`config.mk`:
```
export PLATFORM = sky130hd
export DESIGN_NAME = ffba_ctrl
export DESIGN_NICKNAME = d
export VERILOG_FILES = /design/src/design/assert_macros.svh /design/src/design/ffba_pkg.sv /design/src/design/ffba_ctrl.sv
export SDC_FILE = /design/constraint.sdc
export NUM_CORES = 1
export LEC_CHECK = 0
export ABC_AREA = 1
export ABC_CLOCK_PERIOD_IN_PS = 1600
export BUFFER_PORTS_ARGS = -buffer_cell sky130_fd_sc_hd__buf_2
export CELL_PAD_IN_SITES_DETAIL_PLACEMENT = 0
export CELL_PAD_IN_SITES_GLOBAL_PLACEMENT = 1
export CORE_MARGIN = 2
export CORE_UTILIZATION = 29
export CTS_CLUSTER_SIZE = 30
export DETAILED_ROUTE_END_ITERATION = 10
export GPL_TIMING_DRIVEN = 1
export PLACE_DENSITY_LB_ADDON = 0.3
export SYNTH_ARGS = -nofsm -noshare
export SYNTH_HDL_FRONTEND = slang
export SYNTH_SLANG_ARGS = --single-unit
export TNS_END_PERCENT = 5
```
`constraint.sdc`:
```
create_clock -name clk -period 1.6 [get_ports clk]
set_clock_uncertainty 0.15 [all_clocks]
set_input_delay 0.32 -clock clk [delete_from_list [all_inputs] [get_ports clk]]
set_output_delay 0.32 -clock clk [all_outputs]
set_load 0.01 [all_outputs]
```
`src/design/assert_macros.svh`:
```
// assertion macros for the allocator
// no dependencies
`ifndef ASSERT_MACROS_SVH
`define ASSERT_MACROS_SVH

// property must hold every cycle outside reset
`define ASSERT_ALWAYS(label, clk, rst, expr) \
  label: assert property (@(posedge clk) disable iff (rst) (expr)) \
    else $error("assertion failed");

// antecedent implies consequent in the next cycle
`define ASSERT_NEXT(label, clk, rst, ante, cons) \
  label: assert property (@(posedge clk) disable iff (rst) (ante) |=> (cons)) \
    else $error("assertion failed");

`endif

```
`src/design/ffba_pkg.sv`:
```
// types and constants shared by the allocator modules
// no dependencies
`default_nettype none
package ffba_pkg;

  localparam logic [1:0] REQ_ALLOC = 2'd0;
  localparam logic [1:0] REQ_FREE  = 2'd1;
  localparam logic [1:0] REQ_STATS = 2'd2;

  localparam logic [1:0] ST_OK      = 2'd0;
  localparam logic [1:0] ST_ZERO    = 2'd1;
  localparam logic [1:0] ST_NOSPACE = 2'd2;
  localparam logic [1:0] ST_BADPTR  = 2'd3;

  localparam logic [1:0] BLK_FREE  = 2'd0;
  localparam logic [1:0] BLK_ALLOC = 2'd1;
  localparam logic [1:0] BLK_SYS   = 2'd2;

  localparam logic [0:0] CFG_HEAP_FIRST = 1'b0;
  localparam logic [0:0] CFG_HEAP_LAST  = 1'b1;

  localparam logic [19:0] HEAP_FIRST_RESET = 20'd131072;
  localparam logic [19:0] HEAP_LAST_RESET  = 20'd655359;
  localparam int unsigned PCT_SCALE = 100;

  typedef struct packed {
    logic [1:0]  req_type;
    logic [20:0] size_bytes;
    logic [19:0] address;
  } req_t;

  typedef struct packed {
    logic [1:0]  status;
    logic [19:0] result_address;
    logic [7:0]  first_block;
    logic [8:0]  block_count;
    logic [8:0]  free_block_total;
    logic [8:0]  allocated_block_total;
    logic [6:0]  fragmentation_pct;
    logic [20:0] heap_used_bytes;
  } rsp_t;

  // controller to datapath
  typedef struct packed {
    logic clear_step;   // reset sweep write
    logic load;         // capture request
    logic scan_step;    // one table entry for alloc or stats
    logic mark_step;    // write one block of alloc
    logic fchk_step;    // read header block of free
    logic free_step;    // free one block
    logic div_start;
    logic div_step;
  } cmd_t;

  // datapath to controller
  typedef struct packed {
    logic clear_done;
    logic zero_size;
    logic ptr_bad;
    logic found;
    logic scan_last;
    logic mark_last;
    logic hdr_ok;
    logic free_last;
    logic div_done;
  } sts_t;

endpackage
`default_nettype wire

```
`src/design/ffba_ctrl.sv`:
```
// controller state machine of the allocator
// depends on ffba_pkg
`default_nettype none
module ffba_ctrl (
  input  wire logic          clk,
  input  wire logic          rst,
  input  wire logic          in_valid,
  output logic               in_ready,
  input  wire logic [1:0]    req_type,
  output logic               out_valid,
  input  wire logic          out_ready,
  output ffba_pkg::cmd_t     cmd,
  input  wire ffba_pkg::sts_t sts,
  output logic               rsp_load,
  output logic [1:0]         rsp_kind
);

  typedef enum logic [9:0] {
    S_CLEAR  = 10'b0000000001,
    S_IDLE   = 10'b0000000010,
    S_DECODE = 10'b0000000100,
    S_SCAN   = 10'b0000001000,
    S_MARK   = 10'b0000010000,
    S_FCHK   = 10'b0000100000,
    S_FCHK2  = 10'b0001000000,
    S_FREE   = 10'b0010000000,
    S_DIV    = 10'b0100000000,
    S_DONE   = 10'b1000000000
  } state_t;

  state_t state, state_next;
  logic [1:0] kind, kind_next;
  logic       pend, pend_next;

  assign in_ready  = (state == S_IDLE) && (!out_valid || out_ready);
  assign out_valid = pend;

  always_comb begin
    state_next = state;
    kind_next  = kind;
    pend_next  = pend;
    cmd        = '0;
    rsp_load   = 1'b0;
    rsp_kind   = kind;
    if (out_valid && out_ready) begin
      pend_next = 1'b0;
    end
    case (state)
      S_CLEAR: begin
        cmd.clear_step = 1'b1;
        if (sts.clear_done) begin
          state_next = S_IDLE;
        end
      end
      S_IDLE: begin
        if (in_valid && in_ready) begin
          cmd.load   = 1'b1;
          kind_next  = req_type;
          state_next = S_DECODE;
        end
      end
      S_DECODE: begin
        case (kind)
          ffba_pkg::REQ_ALLOC: state_next = sts.zero_size ? S_DONE : S_SCAN;
          ffba_pkg::REQ_FREE:  state_next = sts.ptr_bad ? S_DONE : S_FCHK;
          ffba_pkg::REQ_STATS: state_next = S_SCAN;
          default:             state_next = S_DONE;
        endcase
      end
      S_SCAN: begin
        cmd.scan_step = 1'b1;
        if (kind == ffba_pkg::REQ_ALLOC && sts.found) begin
          state_next = S_MARK;
        end else if (sts.scan_last) begin
          if (kind == ffba_pkg::REQ_STATS) begin
            state_next = S_DIV;
          end else begin
            state_next = S_DONE;
          end
        end
      end
      S_MARK: begin
        cmd.mark_step = 1'b1;
        if (sts.mark_last) begin
          state_next = S_DONE;
        end
      end
      S_FCHK: begin
        cmd.fchk_step = 1'b1;
        state_next    = S_FCHK2;
      end
      S_FCHK2: begin
        state_next = sts.hdr_ok ? S_FREE : S_DONE;
      end
      S_FREE: begin
        cmd.free_step = 1'b1;
        if (sts.free_last) begin
          state_next = S_DONE;
        end
      end
      S_DIV: begin
        cmd.div_step = 1'b1;
        if (sts.div_done) begin
          state_next = S_DONE;
        end
      end
      S_DONE: begin
        if (!pend || out_ready) begin
          rsp_load   = 1'b1;
          pend_next  = 1'b1;
          state_next = S_IDLE;
        end
      end
      default: state_next = S_IDLE;
    endcase
    if (state == S_SCAN && state_next == S_DIV) begin
      cmd.div_start = 1'b1;
    end
  end

  always_ff @(posedge clk) begin
    if (rst) begin
      state <= S_CLEAR;
      pend  <= 1'b0;
      kind  <= ffba_pkg::REQ_ALLOC;
    end else begin
      state <= state_next;
      pend  <= pend_next;
      kind  <= kind_next;
    end
  end

endmodule
`default_nettype wire

```
# Word level (Yosys, flattened, before mapping)
# Cells that the tools add are included.
dict set report classes {
  eq_ne 13
  mux 28
  n_reduce_logical 9
}
# op n
set op_table {}
lappend op_table {{$mux W10} 12}
lappend op_table {{$pmux W10 S10} 1}
lappend op_table {{$pmux W10 S3} 1}
lappend op_table {{$eq A10 B9 Y1 const B} 2}
lappend op_table {{$mux W1} 14}
lappend op_table {{$eq A10 B1 Y1 const B} 1}
lappend op_table {{$eq A10 B10 Y1 const B} 1}
lappend op_table {{$eq A10 B2 Y1 const B} 1}
lappend op_table {{$eq A10 B3 Y1 const B} 1}
lappend op_table {{$eq A10 B4 Y1 const B} 1}
lappend op_table {{$eq A10 B5 Y1 const B} 1}
lappend op_table {{$eq A10 B6 Y1 const B} 1}
lappend op_table {{$eq A10 B7 Y1 const B} 1}
lappend op_table {{$eq A10 B8 Y1 const B} 1}
lappend op_table {{$logic_and A1 B1 Y1} 5}
lappend op_table {{$eq A2 B1 Y1 const B} 1}
lappend op_table {{$eq A2 B2 Y1 const B} 1}
lappend op_table {{$logic_not A2 Y1} 1}
lappend op_table {{$reduce_and A2 Y1} 1}
lappend op_table {{$logic_not A1 Y1} 1}
lappend op_table {{$logic_or A1 B1 Y1} 1}
dict set report word_totals {
  ff_bits 13
  inputBits 15
  out_inout_bits 13
  wordCells 53
}

# Longest topological paths before layout
dict set report depth {
  word_depth 9
  ltp_mapped 9
  mapped_depth_nobuf 9
}

# Least setup slack after synthesis
# No wires, ideal clock.
dict set report synth_timing {
  path_type {flip-flop to output port}
  startpoint {register state[9]}
  endpoint {output port cmd[6] (netlist name)}
  arrival_time_ns 1.062
  required_ns 1.130
  path_slack_ns 0.068
  path_stages_with_launch 8
  path_buffers 0
  cell_sequence {dfxtp_1 > nor2_4 > nand2_2 > nor2_4 > nand2_2 > nor2_4 > nand2_2 > inv_1}
}
# item line
set synth_rtl {}
lappend synth_rtl {{from (decl)} ffba_ctrl.sv:31} ;# state_t state, state_next;
lappend synth_rtl {{from (signal assigned)} ffba_ctrl.sv:127} ;# state <= state_next;
lappend synth_rtl {{to (decl)} ffba_ctrl.sv:12} ;# output ffba_pkg::cmd_t cmd,

# Worst setup path after layout
dict set report layout_timing {
  startpoint {register state[1]}
  endpoint {output port rsp_load}
}
dict set report layout_via {
  elab_chain_len 2
}
# item line
set layout_lines {}
lappend layout_lines {{$eq A10 B10 Y1} ffba_ctrl.sv:48} ;# case (state)
lappend layout_lines {{$mux W1} ffba_ctrl.sv:48}
lappend layout_lines {{to (decl)} ffba_ctrl.sv:14} ;# output logic rsp_load,
# No other way between the ends.

==> key figures <==
Timing
  – Worst slew pin tran: 0.258 ns
  – Max-slew headroom at the worst pin: 82.7%
  – Unrepaired setup endpoints after global routing: true
  – Fin. Hold Viols: 0
  – Minimum clock period: 1.88 ns
  – Final worst slack: -0.283 ns
  – FMAX: 531 MHz
  – Max-slew violations: 0
  – Count of final setup violators: 12
  – Fin crit share: 118%

Drt
  – Via count: 1008
  – Initial drt markers: 26
  – Detailed Routing Iterations Pass 1: 4
  – WL/cell: 11.1 um
  – Final wirelength: 2480 um
  – Avg Vias per Cell: 4.50
  – DRC viols: 0
  – Antenna viol nets, final: 0

Clock tree
  – Sink Count: 13
  – TritonCTS buffer count: 3
  – TritonCTS clock tree: yes
  – Reg clk slew, reported paths: 0.10 ns
  – CTS Buffer Depth: 2
  – Root Driver: clkbuf_4
  – H-tree levels: 1
  – Clk_lat worst skew: 0.29 ns

Run status
  – Failing checks: negative setup slack
  – Outcome: finished with violations

Synthesis
  – Syn Area/Cell: 6.21 um2
  – Post-Synth XOR/XNOR Area: 0%
  – Synth Area in Simple Gates: 47.2%
  – Post-Synth Adder-Cell Area: 0%
  – Number of synthesized flops with an enable pin: 0
  – Library cells used by synthesis: 21
  – #FFs+latches synth: 13
  – Main flop type after synthesis: dfxtp_1
  – Top-area cell type share of the netlist area: 28.9%
  – Largest family of logic cells by synthesized area: simple AND/OR/NAND/NOR gates
  – Syn Std Cell Area: 901 um2
  – Async S/R FF share, synth: 0%
  – Post-synthesis sequential area ratio: 28.9%
  – Synth Instances: 145
  – Largest area contributor in the netlist: dfxtp_1
  – Top-count cell post-synth: inv_1
  – Ys Warns: 0
  – Synthesized net count: 160
  – Synth Area in Compound Gates: 11.3%
  – Main area contributors after synthesis: dfxtp_1, inv_1, nor2_1
  – Synth cell count leaders: inv_1, nor2_1, nand2_1, dfxtp_1, nand2_2
  – Post-synthesis mux area share: 0%

Floorplan
  – Chip width: 59.7 um
  – Ports: 28
  – Rows: 20
  – Core ar.: 0.00300 mm2
  – Die area: 0.00357 mm2
  – Initial Utilization: 30.0%
  – Die height: 59.7 um

Setup path
  – CP Class: register to output pin
  – WP data arrival: 1.41 ns
  – Worst Setup End Kind: output pin
  – CP required: 1.13 ns
  – Crit Path Max Fanout: 6
  – Setup crit start kind: register

Layout
  – Share of layout cells above drive strength 1: 42.4%
  – # fillers: 329
  – Fin cells: 224
  – ANT cells: 0
  – Net count reported at finish: 207
  – Area Overhead vs Synth: 41.7%

Placed design
  – Pre-CTS WS: -0.0155 ns
  – # port buffers: 27
  – Placed cells: 214
  – Gpl congestion: 0.830
  – Post-DP HPWL: 2030 um

Global route
  – Tot GR Track Use: 16.2%
  – Met3 Use GR: 2.38%
  – Global route total overflow: 0
  – Vias in the first global route: 968
  – Routing usage on met1: 22.9%
  – Initial antenna violation count: 0
  – First-pass GRT wire length: 4260 um
  – Pin count of the biggest net entering global routing: 9
  – GR peak layer: met2
  – GRT met2 Usage: 23.9%

Power and ir drop
  – Max IR drop VDD: 0.315 mV
  – Cell Pwr Density: 578 mW/mm2
  – Static Leak: 0.676 nW

Flow run
  – Max-cap viol count: 0

Hold path
  – HP Class: input port to register
[report_power, final]
part	switching (W)	internal, W
registers	0.00000590	0.000333
clock network	0.000130	0.0000931
logic	0.0000986	0.0000774
total	0.000235	0.000503
[cell families after synthesis]
group | Yosys count
simple gates | 83
buf+inv | 30
compound gates | 19
flops | 13
[repair_timing]
| item | CTS | global route |
|---|---|---|
| pin swaps | 5 | 8 |
| endpoints found under the hold margin | 0 | 0 |
| setup buffers | 2 | 4 |
| gates resized for setup | 6 | 13 |
| hold buffers | 0 | 0 |
| endpoints found under the setup margin | 10 | 17 |
[path summary, 6_finish.rpt]
check / slack, ns / startpoint / end / cells after the start
max: -0.28 / state[1]$_SDFF_PP0_ / rsp_load / 6
min: 0.07 / sts[8] / state[0]$_SDFF_PP1_ / 2
max reg2reg: -0.02 / state[5]$_SDFF_PP0_ / rsp_kind[0]$_SDFFE_PP0P_ / 8
min reg2reg: 0.40 / rsp_kind[1]$_SDFFE_PP0P_ / rsp_kind[1]$_SDFFE_PP0P_ / 2
[per-layer routing]
metal	part of all wire, %	routed length (um)
met2	46	1150
met3	7.0	174
met5	0	0
met1	45	1120
met4	1.7	43
[registers in the layout, indices dropped and copies added, names as in the netlist]
signal,flops
state,10
rsp_kind,2
out_valid,1
[critical path: stages (launching register included)]
cell and delay, ns:
dfxtp_1 0.33, nor2_2 0.18, nand2_2 0.15, nor2_4 0.14, nand2_2 0.09, nor2_1 0.09
buf_2 0.13
[placed cells by master (no fill, tap or decap)]
cell type  Yosys  final
inv_1         28     26
buf_2          0     25
nand2_1       23     22
nor2_1        26     22
buf_4          0     16
nor2_4         5      8
nand2_2        9      8
a21oi_1        8      8
dfxtp_1       13      8
nand3_1        7      7
o21ai_0        7      7
dfxtp_2        0      5
nor2_2         3      4
inv_2          1      3
nand4_1        3      3
clkbuf_4       0      3
nand2_4        0      2
nand3_2        2      2
nor3_1         2      2
o21ai_1        2      2
buf_6          0      2
nor4_2         1      1
a21oi_2        1      1
or2_1          1      1
o211ai_1       1      1
nand3b_1       1      1
clkinv_2       0      1
[per-stage QoR]
stage                     area (um2)  hold WS, ns  TNS [ns]  util (%)  total power, W
after global placement          1150        0.387   -0.0521      38.2        0.000501
after floorplan                  901        0.282         0         -        0.000438
after global routing            1280       0.0764     -3.86      42.5        0.000770
after CTS                       1210       0.0748     -2.49      40.3        0.000721
after detailed placement        1150        0.384   -0.0270      38.2        0.000501
final                           1280       0.0696     -2.43      42.5        0.000738
[final cells by class]
| class | count | area [um2] | share of cell area (%) |
|---|---|---|---|
| inverter | 29 | 109 | 8.53 |
| multi-input combinational | 102 | 564 | 44.2 |
| tap | 33 | 41.3 | 3.24 |
| clock inverter | 1 | 5.00 | 0.392 |
| sequential | 13 | 267 | 20.9 |
| timing repair buffer | 43 | 268 | 21.0 |
| clock buffer | 3 | 22.5 | 1.76 |
Power figures use the tool's default switching activity.
